==> config.mk <==
export PLATFORM = sky130hd
export DESIGN_NAME = pgr_front
export DESIGN_NICKNAME = d
export VERILOG_FILES = /design/src/rtl/pgr_pkg.sv /design/src/rtl/pgr_front.sv
export SDC_FILE = /design/constraint.sdc
export NUM_CORES = 1
export LEC_CHECK = 0
export BUFFER_PORTS_ARGS = -buffer_cell sky130_fd_sc_hd__buf_2
export CAP_MARGIN = 10
export CORE_ASPECT_RATIO = 1.5
export CORE_UTILIZATION = 51
export DETAILED_ROUTE_END_ITERATION = 8
export GPL_TIMING_DRIVEN = 0
export HOLD_SLACK_MARGIN = 0.02
export PLACE_DENSITY = 0.8
export SYNTH_ARGS = -nofsm -noshare
export SYNTH_HDL_FRONTEND = slang
export SYNTH_SLANG_ARGS = --single-unit
==> constraint.sdc <==
create_clock -name clock -period 19.7 [get_ports clock]
set_input_delay 5.91 -clock clock [delete_from_list [all_inputs] [get_ports clock]]
set_output_delay 5.91 -clock clock [all_outputs]
set_load 0.01 [all_outputs]
==> src/rtl/pgr_pkg.sv <==
`default_nettype none
package pgr_pkg;

   localparam int FONT_SLOTS  = 4;
   localparam int GLYPH_BYTES = 8192;
   localparam int CHAR_COUNT  = 256;

   localparam int BYTE_BITS   = 8;
   localparam int NIBBLE_MASK = 'hf;

   // Address widths of the two font stores.
   localparam int SIZE_DEPTH  = FONT_SLOTS * CHAR_COUNT;
   localparam int SIZE_AW     = $clog2(SIZE_DEPTH);
   localparam int GLYPH_DEPTH = FONT_SLOTS * GLYPH_BYTES;
   localparam int GLYPH_AW    = $clog2(GLYPH_DEPTH);
   localparam int GADDR_W     = $clog2(GLYPH_BYTES);
   localparam int CIDX_W      = $clog2(CHAR_COUNT);

   // Bit offsets: at most CHAR_COUNT * 232 plus one glyph, kept with margin.
   localparam int OFF_W       = 18;

   localparam int REQ_DATA_W  = 96;
   localparam int RSP_DATA_W  = 72;

   localparam logic [1:0] OP_LOAD_SIZE  = 2'd0;
   localparam logic [1:0] OP_LOAD_GLYPH = 2'd1;
   localparam logic [1:0] OP_DRAW       = 2'd2;

   localparam logic [1:0] CSR_SCREEN_WIDTH  = 2'd0;
   localparam logic [1:0] CSR_SCREEN_HEIGHT = 2'd1;
   localparam logic [1:0] CSR_UNKNOWN_CHAR  = 2'd2;

   typedef enum logic [1:0] {
      KIND_SIZE  = 2'd0,
      KIND_GLYPH = 2'd1,
      KIND_DRAW  = 2'd2
   } kind_type;

   typedef struct packed {
      kind_type     kind;
      logic [1:0]   font_slot;
      logic [7:0]   char_code;
      logic [7:0]   size_byte;
      logic [12:0]  glyph_addr;
      logic [7:0]   glyph_byte;
      logic [12:0]  pos_x;
      logic [12:0]  pos_y;
      logic [23:0]  color;
   } qent_type;

   typedef struct packed {
      logic     valid;
      qent_type ent;
   } qout_type;

   typedef struct packed {
      logic pop;
      logic busy_clear;
   } bstat_type;

   function automatic logic glyph_present(input logic [7:0] s);
      return (s[7:4] != 4'd0) && (s[3:0] != 4'd0);
   endfunction

endpackage
`default_nettype wire

==> src/rtl/pgr_front.sv <==
`default_nettype none
module pgr_front import pgr_pkg::*; (
   input  wire logic                  clock,
   input  wire logic                  reset,
   input  wire logic                  req_tvalid,
   output logic                       req_tready,
   input  wire logic [REQ_DATA_W-1:0] req_tdata,
   input  wire logic [1:0]            req_tuser,
   input  wire bstat_type             bstat,
   output qout_type                   qout
);

   // Two-entry request queue; requests that do nothing are dropped here.
   qent_type   mem_ff [2];
   logic       wr_ptr_ff, wr_ptr_in;
   logic       rd_ptr_ff, rd_ptr_in;
   logic [1:0] cnt_ff, cnt_in;

   qent_type ent;
   logic     keep;
   logic     accept;
   logic     push;

   always_comb begin
      ent.font_slot  = req_tdata[1:0];
      ent.char_code  = req_tdata[9:2];
      ent.size_byte  = req_tdata[17:10];
      ent.glyph_addr = req_tdata[30:18];
      ent.glyph_byte = req_tdata[38:31];
      ent.pos_x      = req_tdata[51:39];
      ent.pos_y      = req_tdata[64:52];
      ent.color      = req_tdata[88:65];
      ent.kind       = KIND_DRAW;
      keep           = 1'b0;
      case (req_tuser)
         OP_LOAD_SIZE: begin
            ent.kind = KIND_SIZE;
            keep     = (32'(ent.char_code) < CHAR_COUNT);
         end
         OP_LOAD_GLYPH: begin
            ent.kind = KIND_GLYPH;
            keep     = (32'(ent.glyph_addr) < GLYPH_BYTES);
         end
         OP_DRAW: begin
            ent.kind = KIND_DRAW;
            keep     = 1'b1;
         end
         default: begin
            keep = 1'b0;
         end
      endcase
      if (32'(ent.font_slot) >= FONT_SLOTS) begin
         keep = 1'b0;
      end
   end

   assign req_tready = (cnt_ff != 2'd2) && !bstat.busy_clear;
   assign accept     = req_tvalid && req_tready;
   assign push       = accept && keep;

   always_comb begin
      wr_ptr_in = wr_ptr_ff;
      rd_ptr_in = rd_ptr_ff;
      cnt_in    = cnt_ff;
      if (push) begin
         wr_ptr_in = !wr_ptr_ff;
      end
      if (bstat.pop) begin
         rd_ptr_in = !rd_ptr_ff;
      end
      if (push && !bstat.pop) begin
         cnt_in = cnt_ff + 2'd1;
      end else if (!push && bstat.pop) begin
         cnt_in = cnt_ff - 2'd1;
      end
   end

   always_ff @(posedge clock) begin
      if (reset) begin
         wr_ptr_ff <= 1'b0;
         rd_ptr_ff <= 1'b0;
         cnt_ff    <= 2'd0;
      end else begin
         wr_ptr_ff <= wr_ptr_in;
         rd_ptr_ff <= rd_ptr_in;
         cnt_ff    <= cnt_in;
      end
      if (push) begin
         mem_ff[wr_ptr_ff] <= ent;
      end
   end

   assign qout.valid = (cnt_ff != 2'd0);
   assign qout.ent   = mem_ff[rd_ptr_ff];

   a_cnt_bound: assert property (@(posedge clock) disable iff (reset)
      cnt_ff != 2'd3) else $error("queue count out of range");
   a_pop_nonempty: assert property (@(posedge clock) disable iff (reset)
      bstat.pop |-> cnt_ff != 2'd0) else $error("pop from empty queue");
   a_full_stall: assert property (@(posedge clock) disable iff (reset)
      (cnt_ff == 2'd2 && !bstat.pop) |=> cnt_ff == 2'd2)
      else $error("full queue lost an entry");

endmodule
`default_nettype wire

==> key figures <==
Placement
  • Post-DP HPWL: 9120 um
  • Placed instance area: about 8100 um2
  • IO buf count: 188
  • GP Congestion: 0.756

Layout
  • Design Area, Final: 8720 um2
  • Fill cell count: 862
  • Share of post-route cells with drive strength above 1: slightly above 60%
  • Final #Nets: ~630
  • Post-layout util: between 60% and 70%
  • Area delta synth->final: 27.1%

Floorplanning
  • Initial Util: 52.4%
  • Rows: just over 50
  • Core area: 13100 um2
  • Die height: 144 um
  • Overall die width: ~97 um
  • Top Ports: 196
  • Die Area: 13900 um2

Power
  • Int Pwr: 688 uW
  • Pwr Density: 102 nW/um2
  • Net Switching: 197 uW
  • Sequential Power Share: 51.6%
  • Overall power: 885 uW
  • Comb pwr share: 10.1%
  • Sw frac: 22.3%
  • Lkg Pwr: 3.27 nW
  • Peak VDD IR: 0.0637 mV
  • Clock Power Share: 38.3%

Logic synthesis
  • Cells after synthesis: roughly 310
  • Synth top area cells: edfxtp_1 80%, mux2_2 15%, buf_6 1.5%
  • Top cell type's share of synthesized area: 79.7%
  • Ys Warns: 0
  • Number of synthesized register bits: 187
  • Mapped Avg Cell Area: 22.1 um2
  • Distinct cells, synth: 21
  • Main synth FF type: edfxtp_1
  • Mapped cell area: roughly 6900 um2
  • Synth Net Count: 415
  • Synth area leader: edfxtp_1
  • Most frequent cells after synthesis: 182 x edfxtp_1, 92 x mux2_2, 9 x buf_6
  • Dominant cell by count in the synthesized netlist: edfxtp_1
  • Sequential area share after synthesis: 81.2%
  • Number of synthesized flops with an enable pin: between 150 and 200
  • Async set-or-reset flop fraction in the synthesized netlist: 0%

STA
  • Worst-Margin Slew: 920 ps
  • Setup violators final: 0
  • Skew final: 7.65 ps
  • Hold_ws: 535 ps
  • Max Slew Vio Count: 0
  • Unrepaired setup endpoints after global routing: false
  • Setup tns final: 0 ps
  • Fin. Hold Viols: 0
  • F_max: between 0.08 and 0.09 GHz
  • Final period utilization: 62.1%
  • Crit path time final: 12230 ps
  • Rel. slew slack: 38.1%

GRT
  • Gr busiest metal: met2
  • Antenna violations before repair: 4
  • First-pass GRT wire length: about 19000 um
  • Number of global-route vias before repair: 3789
  • Met2 GRT Util: 36.1%
  • Gr ovfl total: 0
  • GR Layer Usage met1: 15.8%
  • Overall Global Routing Usage: 18.1%
  • Largest net degree at the start of global routing: between 60 and 70
  • GR met3 Demand/Resource: 5.51%

Min path
  • Worst Hold End: cnt_ff[1]$_SDFFE_PP0P_
  • Hold Path Class: reg -> reg
  • Hold_sp: cnt_ff[1]$_SDFFE_PP0P_
  • Hold Path Stages: 2

Critical path
  • Critical path's most frequent cell: buf_2
  • Critical path required time: 13790 ps
  • CP startpoint kind: input pin
  • Critical-path top delay cell: buf_2
  • Top delay family on crit path: buffers and inverters
  • R2R Path End: mem_ff[0][51]$_DFFE_PP_
  • Crit path max fanout: 3
  • Crit. End Element: output port
  • R2r setup slk: 17010 ps
  • Critical path class: in -> out
  • CP arrival: 6320 ps
  • CP Cell Sequence: buf_2 -> nor2_1 -> buf_2
  • R2R Path Start: cnt_ff[0]$_SDFFE_PP0P_
  • Delay of the slowest critical-path stage: around 150 ps
  • Worst R2R Path Depth: 7
  • WP buf/inv: 2

CTS
  • TritonCTS buffer count: 17
  • # Post-CTS Setup Buffers: 0
  • Clock tree buffer depth: 2
  • Root Driver: clkbuf_16
  • CTS tree: yes
  • Worst-skew pair later-pin latency: 420 ps
  • # resized after CTS: 0
  • Hold_buf cts: 0
  • Clk slew on worst S/H paths: 70 ps
  • Num Clock Sinks: 187
  • H-Tree Depth: 4

Detailed routing
  • Wire per inst: 18.1 um
  • Vias per cell: 5.14
  • Number of remaining DRC errors: 0
  • DR pass1 iterations: 4
  • Post-route ant nets: 0
  • Starting DRC count in detailed routing: 115
  • Total wire length: 12700 um
  • Routed via count: 3628

Status
  • Status: complete, no violations

Job
  • Max-cap viol count: 0
## stage by stage
stage	cells	worst slack (ps)
floorplan	311	4150
global placement	658	56.6
detailed placement	670	7490
CTS	702	7490
global route	704	7420
finish	706	7470
## tightest hold or removal path, cell delays in order, from the launching register on
cell and delay (ps):
dfxtp_1 330, o21ai_0 90, a21oi_1 70
## layout by cell type (no fill, tap or decap), drive strengths merged
cell type	synthesis	final
inv	1	7
a21bo	1	1
nor3	1	1
clkbuf	1	19
nor2b	3	3
and2	1	1
clkinvlp	0	2
xnor2	1	1
buf	10	210
a21oi	1	1
or2	1	1
or3	1	1
mux2	92	92
ha	1	1
dfxtp	5	5
xor2	2	2
o21ai	1	1
diode	0	4
bufinv	0	2
edfxtp	182	182
nor2	5	5
nor4	1	1
clkinv	0	4
## state kept, by name (all words and copies together), names as in the netlist, named ones only
| name | flops |
|---|---|
| cnt_ff | 2 |
| mem_ff | 182 |
| rd_ptr_ff | 1 |
| wr_ptr_ff | 1 |
## power groups by stage
stage	clock network (mW)	logic, mW	registers [mW]
floorplan	0	0.0502	0.468
global placement	0	0.0839	0.470
detailed placement	0	0.0902	0.466
CTS	0.345	0.0908	0.457
global route	0.359	0.0957	0.458
finish	0.339	0.0894	0.457
## cells by family after synthesis
| family | synth area share (%) |
|---|---|
| xor+xnor | 0.383 |
| buf+inv | 1.70 |
| flops | 81.2 |
| simple gates | 1.19 |
| compound gates | 0.292 |
| fa+ha+maj | 0.182 |
| mux | 15.1 |
## worst max-delay path by stage
stage / startpoint / end / slack [ps] / depth (start not counted)
final: bstat[0] / req_tready / 7470 / 3
after global routing: bstat[0] / req_tready / 7420 / 3
after CTS: bstat[0] / req_tready / 7490 / 3
after detailed placement: bstat[0] / req_tready / 7490 / 3
after global placement: req_tuser[1] / mem_ff[0][50]$_DFFE_PP_ / 60 / 3
after floorplan: bstat[0] / mem_ff[0][0]$_DFFE_PP_ / 4150 / 1
## layer usage
metal	up-vias	wire length (um)
li1	1672	-
met5	-	13
met2	127	7600
met3	26	712
met4	2	353
met1	1801	4070
## area by class of cell
cell class	instances	area [um2]	area share (%)
antenna	4	10.0	0.115
buffer	11	113	1.29
clock buffer	18	429	4.92
clock inverter	14	163	1.87
inverter	1	3.75	0.0431
multi-input combinational	112	1180	13.6
sequential	187	5570	63.8
tap	159	199	2.28
timing repair buffer	200	1050	12.1
Power figures use the tool's default switching activity.
